### config.mk
export PLATFORM = sky130hd
export DESIGN_NAME = ghsa_front
export DESIGN_NICKNAME = d
export VERILOG_FILES = /design/src/rtl/ghsa_pkg.sv /design/src/rtl/ghsa_front.sv
export SDC_FILE = /design/constraint.sdc
export NUM_CORES = 1
export LEC_CHECK = 0
export ABC_CLOCK_PERIOD_IN_PS = 1800
export BUFFER_PORTS_ARGS = -buffer_cell sky130_fd_sc_hd__buf_2
export CORE_AREA = 2 2 59 61
export DETAILED_ROUTE_END_ITERATION = 8
export DIE_AREA = 0 0 61 63
export GPL_TIMING_DRIVEN = 1
export PLACE_DENSITY = 0.78
export SLEW_MARGIN = 15
export SYNTH_ARGS = -nofsm -noshare
export SYNTH_HDL_FRONTEND = slang
export SYNTH_SLANG_ARGS = --single-unit
### constraint.sdc
create_clock -name vclk -period 1.8
set_input_delay 0.18 -clock vclk [all_inputs]
set_output_delay 0.18 -clock vclk [all_outputs]
set_load 0.03 [all_outputs]
### src/rtl/ghsa_pkg.sv
// ----------------------------------------------------------------------------
// ghsa_pkg
// Shared types, constants and helpers of the generational handle allocator.
// ----------------------------------------------------------------------------
package ghsa_pkg;

	localparam int SLOT_COUNT_DEF   = 64;
	localparam int TEXTURE_BITS_DEF = 32;

	localparam int CMD_W       = 2;
	localparam int HANDLE_W    = 7;
	localparam int GEN_W       = 32;
	localparam int TEX_FIELD_W = 32;

	localparam int FIELDS_W   = HANDLE_W + GEN_W + TEX_FIELD_W;
	localparam int TDATA_W    = ((FIELDS_W + 7) / 8) * 8;
	localparam int TDATA_PAD  = TDATA_W - FIELDS_W;

	localparam int QUEUE_DEPTH = 2;
	localparam int QPTR_W      = (QUEUE_DEPTH > 1) ? $clog2(QUEUE_DEPTH) : 1;
	localparam int QCNT_W      = $clog2(QUEUE_DEPTH + 1);

	localparam logic [CMD_W-1:0] CMD_CREATE      = 2'd0;
	localparam logic [CMD_W-1:0] CMD_DESTROY     = 2'd1;
	localparam logic [CMD_W-1:0] CMD_RESOLVE     = 2'd2;
	localparam logic [CMD_W-1:0] CMD_DESTROY_ALL = 2'd3;

	typedef enum logic [2:0] {
		K_CREATE,
		K_DESTROY,
		K_RESOLVE,
		K_ALL,
		K_FAIL
	} kind_t;

	typedef struct packed {
		kind_t                  kind;
		logic [HANDLE_W-1:0]    index;
		logic [GEN_W-1:0]       gen;
		logic [TEX_FIELD_W-1:0] tex;
	} op_t;

	typedef struct packed {
		logic                   ok;
		logic [HANDLE_W-1:0]    index;
		logic [GEN_W-1:0]       gen;
		logic [TEX_FIELD_W-1:0] tex;
		logic                   last;
	} res_t;

	// generation advance, skipping zero
	function automatic logic [GEN_W-1:0] next_gen(input logic [GEN_W-1:0] g);
		logic [GEN_W-1:0] n;
		n = g + GEN_W'(1);
		return (n == '0) ? GEN_W'(1) : n;
	endfunction

endpackage

### src/rtl/ghsa_front.sv
// ----------------------------------------------------------------------------
// ghsa_front
// Accepts commands and classifies them, marking null textures and
// out-of-range handles as failures before they reach the slot engine.
// ----------------------------------------------------------------------------
module ghsa_front #(
	parameter int SLOT_COUNT   = ghsa_pkg::SLOT_COUNT_DEF,
	parameter int TEXTURE_BITS = ghsa_pkg::TEXTURE_BITS_DEF
) (
	input  logic                                in_valid,
	output logic                                in_ready,
	input  logic [ghsa_pkg::CMD_W-1:0]          command,
	input  logic [ghsa_pkg::HANDLE_W-1:0]       handle_index,
	input  logic [ghsa_pkg::GEN_W-1:0]          handle_generation,
	input  logic [ghsa_pkg::TEX_FIELD_W-1:0]    native_texture,
	output logic                                push_valid,
	input  logic                                push_ready,
	output ghsa_pkg::op_t                       push_data
);
	import ghsa_pkg::*;

	localparam int TEX_W = (TEXTURE_BITS < TEX_FIELD_W) ? TEXTURE_BITS : TEX_FIELD_W;

	logic [TEX_W-1:0] tex_masked;
	logic             bad_index;
	kind_t            kind;

	assign tex_masked = TEX_W'(native_texture);
	assign bad_index  = (handle_index == '0) || (handle_index > HANDLE_W'(SLOT_COUNT));

	always_comb begin
		unique case (command)
			CMD_CREATE:      kind = (tex_masked == '0) ? K_FAIL : K_CREATE;
			CMD_DESTROY:     kind = bad_index ? K_FAIL : K_DESTROY;
			CMD_RESOLVE:     kind = bad_index ? K_FAIL : K_RESOLVE;
			CMD_DESTROY_ALL: kind = K_ALL;
			default:         kind = K_FAIL;
		endcase
	end

	assign in_ready         = push_ready;
	assign push_valid       = in_valid;
	assign push_data.kind   = kind;
	assign push_data.index  = handle_index;
	assign push_data.gen    = handle_generation;
	assign push_data.tex    = TEX_FIELD_W'(tex_masked);

endmodule

After elaboration in Yosys (flattened, before gate mapping)
Index checks and enable logic that the tools add are counted.
- magnitude comparators: 1
- eq/ne operators: 3
- mux-type cells: 4
- reductions and logical operators: 4
- operators with widths (operator ; number):
    $logic_not A32 Y1 ; 1
    $pmux W3 S4 ; 1
    $mux W3 ; 3
    $gt A7 B7 Y1 const B ; 1
    $logic_not A7 Y1 ; 1
    $eq A2 B2 Y1 const B ; 2
    $eq A2 B1 Y1 const B ; 1
    $logic_not A2 Y1 ; 1
    $logic_or A1 B1 Y1 ; 1
- bits in registers: 0
- input port bits: 75
- output and inout port bits: 76
- logic and storage cells: 12

Longest topological paths before layout
- word-level depth: 4
- gate-level depth with buffers: 4
- depth with buffers taken out: 4

Worst setup path before layout
OpenSTA, ideal clock, no wires.
- kind: input to output
- start point: input native_texture[7] (netlist bit)
- end point: output push_data[73] (netlist bit)
- arrival time: 1451 ps
- required time: 1620 ps
- path slack: 169 ps
- stages on the path: 3
- path buffers: 0
- cells stage by stage: or4_1 > or4_1 > o22ai_2
- RTL lines (element ; RTL line ; source):
    from (decl) ; ghsa_front.sv:15 ; input logic [ghsa_pkg::TEX_FIELD_W-1:0] native_texture,
    to (decl) ; ghsa_front.sv:18 ; output ghsa_pkg::op_t push_data

==> summary.md <==
| Metric | Value |
|---|---|
| Run status | completed |
| Syn avg cell area | 7.48 µm² |
| CP arrival | 1.58 ns |
| Vias per std cell | 3.72 |
| DP Wirelength | 1.73 mm |
| Crit Path Max Fanout | 2 |
| Die width | 61 µm |
| # setup viols final | 0 |
| Hold violation count in the final report | 0 |
| Metal-1 WL | 534 µm |
| Least-Margin Pin Slew | 0.354 ns |
| DRT iter0 DRCs | 1 |
| Boundary Pins | 151 |
| Antenna violations before repair | 0 |
| Leakage power | 0.360 nW |
| Syn Inst Count | 91 |
| Maximum vdd ir drop | 0.0804 mV |
| Yosys top cell area share | 80.5% |
| Layout cells sized above 1 | 86.4% |
| Net count after synthesis | 166 |
| Worst hold start | handle_generation[4] |
| Sequential cell count | 0 |
| DR DRC count | 0 |
| Nets | 180 |
| Top cells by area, synth | buf_4 81%, nor4_1 6.4%, or4_1 3.3%, xnor2_1 2.6%, o21a_1 2.2% |
| Highest routed layer | met4 |
| Yosys top cell by area | buf_4 |
| Area growth from synthesis to layout | -6.80% |
| Commonest non-fill, non-tap cell in the layout | buf_2 |
| Starting Density | 21.1% |
| Yosys cell types | 9 |
| DR vias | 554 |
| Crit share post-route | 97.8% |
| Launch point of the worst path | native_texture[7] |
| First-pass GRT wire length | 2.17 mm |
| Final ANT Viol Nets | 0 |
| Sequential fraction of the synthesis area | 0% |
| WL met2 | 924 µm |
| TritonRoute pass-1 iters | 4 |
| Worst hold slack | 0.360 ns |
| Hold Path Class | input port to primary output |
| Gr ovfl total | 0 |
| FF/Latch Area | 0 µm² |
| GPL Wtd Cong | 0.615 |
| Pin count of the biggest net entering global routing | 5 |
| Core area | 3230 µm² |
| Slew HR | 76.2% |
| ANT cells | 0 |
| RSZ-0062 raised after global routing | no |
| Crit Path Category | input port to primary output |
| DR WL met3 | 301 µm |
| Syn. warnings | 0 |
| Fmax | 568 MHz |
| Die height | 63 µm |
| CP Launch Type | input port |
| Die area | 3840 µm² |
| PwrDens | 364 nW/µm² |
| Finished Core Util | 19.6% |
| Area after DPL | 621 µm² |
| Fin crit period | 1.76 ns |
| Fin. max-slew vios | 0 |
| Synth Cell Area | 681 µm² |
| Worst EP required | 1.62 ns |
| Vias in the first global route | 468 |
| Layout Cell Area excl Fill | 634 µm² |
| Crit end category | primary output |
| Post-Route WL | 1.79 mm |
| Clock buf count | 0 |
| Most frequent cells in the layout | 82 x buf_2, 7 x nor4_1 |
| Core Rows | 21 |
| IO Port Bufs | 83 |
| Avg WL per Cell | 12.0 µm |
| Max_cap viols | 0 |
| Global Route Usage Sum | 7.57% |
## path summary, 6_finish.rpt
path             to  cells after the start
min   push_data[36]                      0
max   push_data[73]                      5
## metrics by stage
step                      setup TNS (ns)  power [W]  worst slack [ns]  cells
after floorplan                        0   0.000327             0.169     91
after global routing                   0   0.000245           0.00506    149
after detailed placement         -0.0499   0.000229           -0.0499    149
after CTS                              0   0.000232            0.0123    149
final                                  0   0.000231            0.0396    149
after global placement           -0.0464   0.000228           -0.0464    149
## worst max-delay path, stage by stage
cell and delay (ns):
buf_2 0.11, or4_4 0.53, or4_4 0.50, o22ai_2 0.12
buf_6 0.15
## cell usage after synthesis
master,instances
nor4_1,7
nor3_2,1
buf_4,73
o22ai_2,1
nand3_1,1
or4_1,3
xnor2_1,2
o21a_1,2
nand4_1,1
## layout make-up
class              count  area (µm²)
fillers              373        2600
multi-input cells     18         140
well taps             46        57.6
repair buffers        85         437
## layer usage
| layer | up-vias | GRT usage [%] |
|---|---|---|
| met3 | 12 | 3.52 |
| met1 | 220 | 6.53 |
| met5 | - | 0 |
| met4 | 0 | 1.63 |
| met2 | 68 | 14.9 |
| li1 | 254 | - |
## where the power goes
part | internal, W | switching (W) | total (W)
combinational | 0.0000789 | 0.000152 | 0.000231
sequential | 0 | 0 | 0
clock | 0 | 0 | 0
## kinds of logic (layout without fill, tap and decap cells)
family	after synthesis	in the layout	synth area share, %
simple gates	13	13	12.9
buf+inv	73	85	80.5
xor+xnor	2	2	2.57
compound gates	3	3	4.04
## repair_timing
| item | CTS | global route |
|---|---|---|
| pin swaps | 0 | 0 |
| resized for setup | 3 | 1 |
| endpoints found under the hold margin | 0 | 0 |
| hold buffers | 0 | 0 |
| setup buffers | 0 | 0 |
| endpoints found under the setup margin | 1 | 1 |
Note: power is estimated with default switching activity, not from simulation.
