### config.mk
export PLATFORM = sky130hd
export DESIGN_NAME = ghsa_queue
export DESIGN_NICKNAME = d
export VERILOG_FILES = /design/src/rtl/ghsa_pkg.sv /design/src/rtl/ghsa_queue.sv
export SDC_FILE = /design/constraint.sdc
export NUM_CORES = 1
export LEC_CHECK = 0
export BUFFER_PORTS_ARGS = -buffer_cell sky130_fd_sc_hd__buf_2
export CAP_MARGIN = 20
export CORE_ASPECT_RATIO = 0.75
export CORE_MARGIN = 3
export CORE_UTILIZATION = 55
export CTS_CLUSTER_SIZE = 24
export DETAILED_ROUTE_END_ITERATION = 16
export PLACE_DENSITY = 0.83
export SLEW_MARGIN = 40
export SYNTH_ARGS = -nofsm -noshare
export SYNTH_HDL_FRONTEND = slang
export SYNTH_SLANG_ARGS = --single-unit
### constraint.sdc
create_clock -name clk -period 9.35 [get_ports clk]
set_input_delay 0.4675 -clock clk [delete_from_list [all_inputs] [get_ports clk]]
set_output_delay 0.4675 -clock clk [all_outputs]
set_load 0.01 [all_outputs]
### src/rtl/ghsa_pkg.sv
// ----------------------------------------------------------------------------
// ghsa_pkg
// Shared types, constants and helpers of the generational handle allocator.
// ----------------------------------------------------------------------------
package ghsa_pkg;

	localparam int SLOT_COUNT_DEF   = 64;
	localparam int TEXTURE_BITS_DEF = 32;

	localparam int CMD_W       = 2;
	localparam int HANDLE_W    = 7;
	localparam int GEN_W       = 32;
	localparam int TEX_FIELD_W = 32;

	localparam int FIELDS_W   = HANDLE_W + GEN_W + TEX_FIELD_W;
	localparam int TDATA_W    = ((FIELDS_W + 7) / 8) * 8;
	localparam int TDATA_PAD  = TDATA_W - FIELDS_W;

	localparam int QUEUE_DEPTH = 2;
	localparam int QPTR_W      = (QUEUE_DEPTH > 1) ? $clog2(QUEUE_DEPTH) : 1;
	localparam int QCNT_W      = $clog2(QUEUE_DEPTH + 1);

	localparam logic [CMD_W-1:0] CMD_CREATE      = 2'd0;
	localparam logic [CMD_W-1:0] CMD_DESTROY     = 2'd1;
	localparam logic [CMD_W-1:0] CMD_RESOLVE     = 2'd2;
	localparam logic [CMD_W-1:0] CMD_DESTROY_ALL = 2'd3;

	typedef enum logic [2:0] {
		K_CREATE,
		K_DESTROY,
		K_RESOLVE,
		K_ALL,
		K_FAIL
	} kind_t;

	typedef struct packed {
		kind_t                  kind;
		logic [HANDLE_W-1:0]    index;
		logic [GEN_W-1:0]       gen;
		logic [TEX_FIELD_W-1:0] tex;
	} op_t;

	typedef struct packed {
		logic                   ok;
		logic [HANDLE_W-1:0]    index;
		logic [GEN_W-1:0]       gen;
		logic [TEX_FIELD_W-1:0] tex;
		logic                   last;
	} res_t;

	// generation advance, skipping zero
	function automatic logic [GEN_W-1:0] next_gen(input logic [GEN_W-1:0] g);
		logic [GEN_W-1:0] n;
		n = g + GEN_W'(1);
		return (n == '0) ? GEN_W'(1) : n;
	endfunction

endpackage

### src/rtl/ghsa_queue.sv
// ----------------------------------------------------------------------------
// ghsa_queue
// Short command queue between the classifier and the slot engine.
// ----------------------------------------------------------------------------
module ghsa_queue (
	input  logic           clk,
	input  logic           arst_n,
	input  logic           push_valid,
	output logic           push_ready,
	input  ghsa_pkg::op_t  push_data,
	output logic           pop_valid,
	input  logic           pop_ready,
	output ghsa_pkg::op_t  pop_data
);
	import ghsa_pkg::*;

	op_t               entry_q [QUEUE_DEPTH];
	logic [QPTR_W-1:0] wr_ptr_q;
	logic [QPTR_W-1:0] rd_ptr_q;
	logic [QCNT_W-1:0] count_q;
	logic              push;
	logic              pop;

	assign push_ready = (count_q != QCNT_W'(QUEUE_DEPTH));
	assign pop_valid  = (count_q != '0);
	assign pop_data   = entry_q[rd_ptr_q];
	assign push       = push_valid && push_ready;
	assign pop        = pop_valid && pop_ready;

	always_ff @(posedge clk or negedge arst_n) begin
		if (!arst_n) begin
			wr_ptr_q <= '0;
			rd_ptr_q <= '0;
			count_q  <= '0;
		end else begin
			if (push) begin
				wr_ptr_q <= (wr_ptr_q == QPTR_W'(QUEUE_DEPTH - 1)) ? '0 : wr_ptr_q + 1'b1;
			end
			if (pop) begin
				rd_ptr_q <= (rd_ptr_q == QPTR_W'(QUEUE_DEPTH - 1)) ? '0 : rd_ptr_q + 1'b1;
			end
			if (push && !pop) begin
				count_q <= count_q + 1'b1;
			end else if (pop && !push) begin
				count_q <= count_q - 1'b1;
			end
		end
	end

	always_ff @(posedge clk) begin
		if (push) begin
			entry_q[wr_ptr_q] <= push_data;
		end
	end

endmodule

**Yosys cells after proc, flatten, opt, wreduce, memory -nomap -nowiden**

Memory sizes are Yosys's and may differ from the RTL's.
Cells that the tools add are included.

- Add/sub/neg operators: 4
- Eq/ne operators: 1
- Mux-type cells: 6
- Reduce and logical (&&, ||, !) cells: 8

Operators with widths:

| cell | count |
|---|---|
| 1-bit logical AND | 4 |
| 1-bit two-way mux | 4 |
| 2-bit two-way mux | 2 |
| 2-bit nonzero test | 2 |
| 1-bit adder (second input constant) | 2 |
| 2-bit by 1-bit adder with 2-bit output (second input constant) | 1 |
| 1-bit zero test | 2 |
| 2-bit != test (second input constant) | 1 |
| 2-bit by 1-bit subtractor with 2-bit output (second input constant) | 1 |

- Register bits: 4
- Bits in writable memories: 148
- Input port bits: 78
- Output and inout bits: 76
- Word-level logic and storage cells: 23
- Memories kept: 1

Memory list:

| name | depth | bits a word | read ports | clocked after Yosys merged registers in | write ports | RTL line | source |
|---|---|---|---|---|---|---|---|
| entry_q | 2 | 74 | 1 | 0 | 1 | ghsa_queue.sv:17 | `op_t entry_q [QUEUE_DEPTH];` |

**Longest topological paths before layout**

- Depth after elaboration: 6
- Mapped depth: 7
- Gate-level depth less buffers: 7

**Worst setup path before layout**

OpenSTA, ideal clock, no wires.

- Kind: reg2reg
- From: reg count_q[0]
- To: mem entry_q[0][0] (netlist name), enable pin
- Setup time: 0.507 ns
- Arrival: 3.789 ns
- Setup slack: 5.055 ns
- Stages on the path, launching flop included: 4
- Path buffers: 0
- Period minus slack after synthesis: 4.295 ns
- Path through: dfrtp_1 nand2b_1 nand2_1 nor2_1

- Word-level cells in the longest chain between the ends: 4

Ends and longest elaborated chain:

| item | RTL line | source |
|---|---|---|
| start: declaration | ghsa_queue.sv:20 | `logic [QCNT_W-1:0] count_q;` |
| start signal: assignment | ghsa_queue.sv:43 | `count_q <= count_q + 1'b1;` |
| start signal: assignment | ghsa_queue.sv:45 | `count_q <= count_q - 1'b1;` |
| 2-bit != test | ghsa_queue.sv:24 | `assign push_ready = (count_q != QCNT_W'(QUEUE_DEPTH));` |
| net push_ready | ghsa_queue.sv:9 | `output logic push_ready,` |
| 1-bit logical AND | ghsa_queue.sv:27 | `assign push = push_valid && push_ready;` |
| 1-bit two-way mux | ghsa_queue.sv:51 | `if (push) begin` |
| 1-bit two-way mux (not written as such) | ghsa_queue.sv:52 | `entry_q[wr_ptr_q] <= push_data;` |
| end: declaration | ghsa_queue.sv:17 |  |

The timed path passes the listed nets, and every way through them passes these cells.

==> summary.txt <==
Outcome
  • Result of the run: completed

Logic synthesis
  • Top cells by area in the synthesized netlist: sky130_fd_sc_hd__edfxtp_1, sky130_fd_sc_hd__mux2_4, sky130_fd_sc_hd__mux2_2, sky130_fd_sc_hd__dfrtp_1, sky130_fd_sc_hd__buf_6
  • Seq cells post-synth: 152
  • Ys Warns: 0
  • Count of different cell masters after synthesis: 15
  • Synth top area share: 77.5%
  • Post-synthesis average cell area: 23.1 um2
  • Post-Synthesis Net Count: 327
  • Cells after synthesis: 248
  • Syn Std Cell Area: 0.00574 mm2
  • Top cell type by total area after synthesis: sky130_fd_sc_hd__edfxtp_1
  • Sequential-to-total area share from yosys stat: 79.2%

Floorplanning
  • I/O Pins: 154
  • Initial cell density of the core: 58.0%
  • Floorplan core area: 0.00989 mm2
  • Number of rows in the core area: 31
  • Width of the chip: 124 um
  • Die area: 0.0117 mm2
  • Die span in y: 94.4 um

GRT
  • Number of global-route vias before repair: 2997
  • Aggregate global routing overflow: 0
  • Number of antenna violations at the first check in global routing: 0
  • Maximum number of pins on one net before global-route repair: 41
  • Overall Global Routing Usage: 17.9%
  • First-pass GRT wire length: 15.0 mm

STA
  • Endpoints failing setup: 0
  • Max Clk Rate: 340 MHz
  • Final hold vios: 0
  • Unrepaired setup endpoints after global routing: no
  • Slew Viols, Final: 0
  • Final hold slack: 0.246 ns
  • Fin crit share: 31.4%
  • Slew at the pin closest to its max-slew limit: 0.701 ns
  • Tmin final: 2.94 ns
  • Worst slew margin relative to its limit: 53.2%
  • Largest clock skew in the final design: 0.00610 ns
  • Setup Total Neg Slack: 0 ns

Route
  • Number of iterations in the first detailed-routing pass: 4
  • Remaining routing DRC violations: 0
  • Sum of routed wire length over all layers: 10.3 mm
  • Detail-routed via count per cell: 5.09
  • Average wire per cell in the routed design: 18.3 um
  • Starting DRT DRC Count: 145
  • DRT antenna net count: 0
  • Via total after detailed routing: 2862

Clock network
  • Resize count post-CTS: 0
  • TritonCTS sink count: 152
  • Clock edge transition at the registers on the reported setup and hold paths: 0.06 ns
  • Post-CTS Setup Repair Bufs: 0
  • Clock root cell: sky130_fd_sc_hd__clkbuf_16
  • CTS Hold Bufs: 1
  • TritonCTS clock tree: done
  • Number of H-tree levels: 4
  • Clock insertion delay at the later pin of the skew report: 0.40 ns
  • Number of clock buffers inserted by TritonCTS: 17
  • Maximum root-to-sink buffer count: 2

Min path
  • Classification of the worst-slack hold path: in2reg

Place
  • Total of buffers placed on input and output ports: 153
  • Routability-driven placement congestion ratio: 0.717
  • HPWL after DPL: 6.83 mm

Final layout
  • Fraction of final layout cells sized beyond drive strength 1: 61.6%
  • Synth-to-Final Area Change: 25.8%
  • Number of nets at the end of the flow: 497
  • Number of diodes: 0

Worst setup path
  • Capturing element type of the critical path: output port
  • Critical path peak fanout: 39
  • CP Data Required Time: 8.88 ns
  • Critical Path Slowest Stage Cell: sky130_fd_sc_hd__dfrtp_4
  • Type of origin of the critical path: register
  • Worst endpoint data arrival time: 2.47 ns
  • Critical-path cell list: buf_4, mux2_2, buf_2
  • Delay of the slowest critical-path stage: 0.81 ns
  • Type of the worst setup path: reg2out

Power
  • Switching Fraction: 28.6%
  • Sequential share of power: 43.9%
  • Internal cell power: 1.65 mW
  • Largest voltage drop on the vdd net: 0.209 mV
  • Clock share of power: 26.4%
  • Power density normalized to cell area: 320 mW/mm2
  • Total net switching power: 660 uW
  • Total leakage power: 2.87 nW
  • Combinational cell fraction of total power: 29.7%

Job
  • Number of violations of the max-capacitance limit: 0
## metrics by stage
stage / instances / instance area, um2 / utilization (%) / setup slack (ns) / total power, mW
after global placement: 527 / 6620 / 66.9 / 6.85 / 1.68
after detailed placement: 530 / 6670 / 67.5 / 6.84 / 1.72
after floorplan: 248 / 5740 / - / 5.05 / 1.49
final: 562 / 7220 / 73.0 / 6.41 / 2.31
after global routing: 562 / 7220 / 73.0 / 6.30 / 2.42
after CTS: 562 / 7220 / 73.0 / 6.38 / 2.33
## final cells by class
cell class                      instances  area, um2
Fill cell                             601       2670
Multi-Input combinational cell         87       1120
Clock buffer                           18        429
Tap cell                              132        165
Sequential cell                       152       4550
Clock inverter                         13        106
Timing Repair Buffer                  159        841
Inverter                                1       3.75
## cell usage in the layout, fill, tap and decap left out, drive strengths merged, types with 3 or more instances in the layout
master	instances
buf	158
clkbuf	18
clkinv	7
clkinvlp	4
dfrtp	4
edfxtp	148
mux2	74
xnor2	3
## power groups by stage
stage | Combinational [mW] | Clock (mW) | Sequential [mW]
2_1_floorplan | 0.502 | 0 | 0.988
3_3_place_gp | 0.664 | 0 | 1.02
3_5_place_dp | 0.692 | 0 | 1.03
4_1_cts | 0.697 | 0.623 | 1.02
5_1_grt | 0.737 | 0.651 | 1.03
6_report | 0.687 | 0.609 | 1.01
## state kept, by name (all words and copies together) (netlist names)
signal,flops
rd_ptr_q,1
entry_q,148
count_q,2
wr_ptr_q,1
## worst max-delay path, delay by kind of cell, from the launching register on
family | cells | cell delay (ns)
DFF | 1 | 0.81
muxes | 1 | 0.41
buffers and inverters | 2 | 0.82
## synth_stat cells (all sizes together)
cell	count
nor2	2
edfxtp	148
xor2	2
mux2	74
dfrtp	4
and3	1
nand2	2
xnor2	3
inv	1
nand2b	1
buf	8
ha	1
or2	1
## final timing paths
kind | cells after the start | slack (ns) | from | to
min reg2reg | 1 | 0.54 | count_q[0]$_DFFE_PN0P_ | count_q[0]$_DFFE_PN0P_
min in group asynchronous | 2 | 0.41 | arst_n | wr_ptr_q$_DFFE_PN0P_
max | 3 | 6.41 | rd_ptr_q$_DFFE_PN0P_ | pop_data[59]
min | 1 | 0.25 | push_data[61] | entry_q[1][61]$_DFFE_PP_
max in group asynchronous | 2 | 8.79 | arst_n | rd_ptr_q$_DFFE_PN0P_
max reg2reg | 5 | 7.22 | count_q[0]$_DFFE_PN0P_ | entry_q[0][56]$_DFFE_PP_
## logic make-up after synthesis
kind of cell	count (synthesis)	share of synthesized area (%)
simple gates	7	0.589
buf+inv	9	1.42
mux	74	17.8
xor+xnor	5	0.763
fa+ha+maj	1	0.218
flops	152	79.2
## routing by layer
layer / global-route usage [%] / up-vias / share of wire (%)
met1: 21.8 / 1409 / 42
met2: 28.7 / 126 / 48
met4: 7.29 / 0 / 1.3
met3: 7.13 / 11 / 8.5
met5: 0 / - / 0
li1: - / 1316 / -
Power figures use the tool's default switching activity.
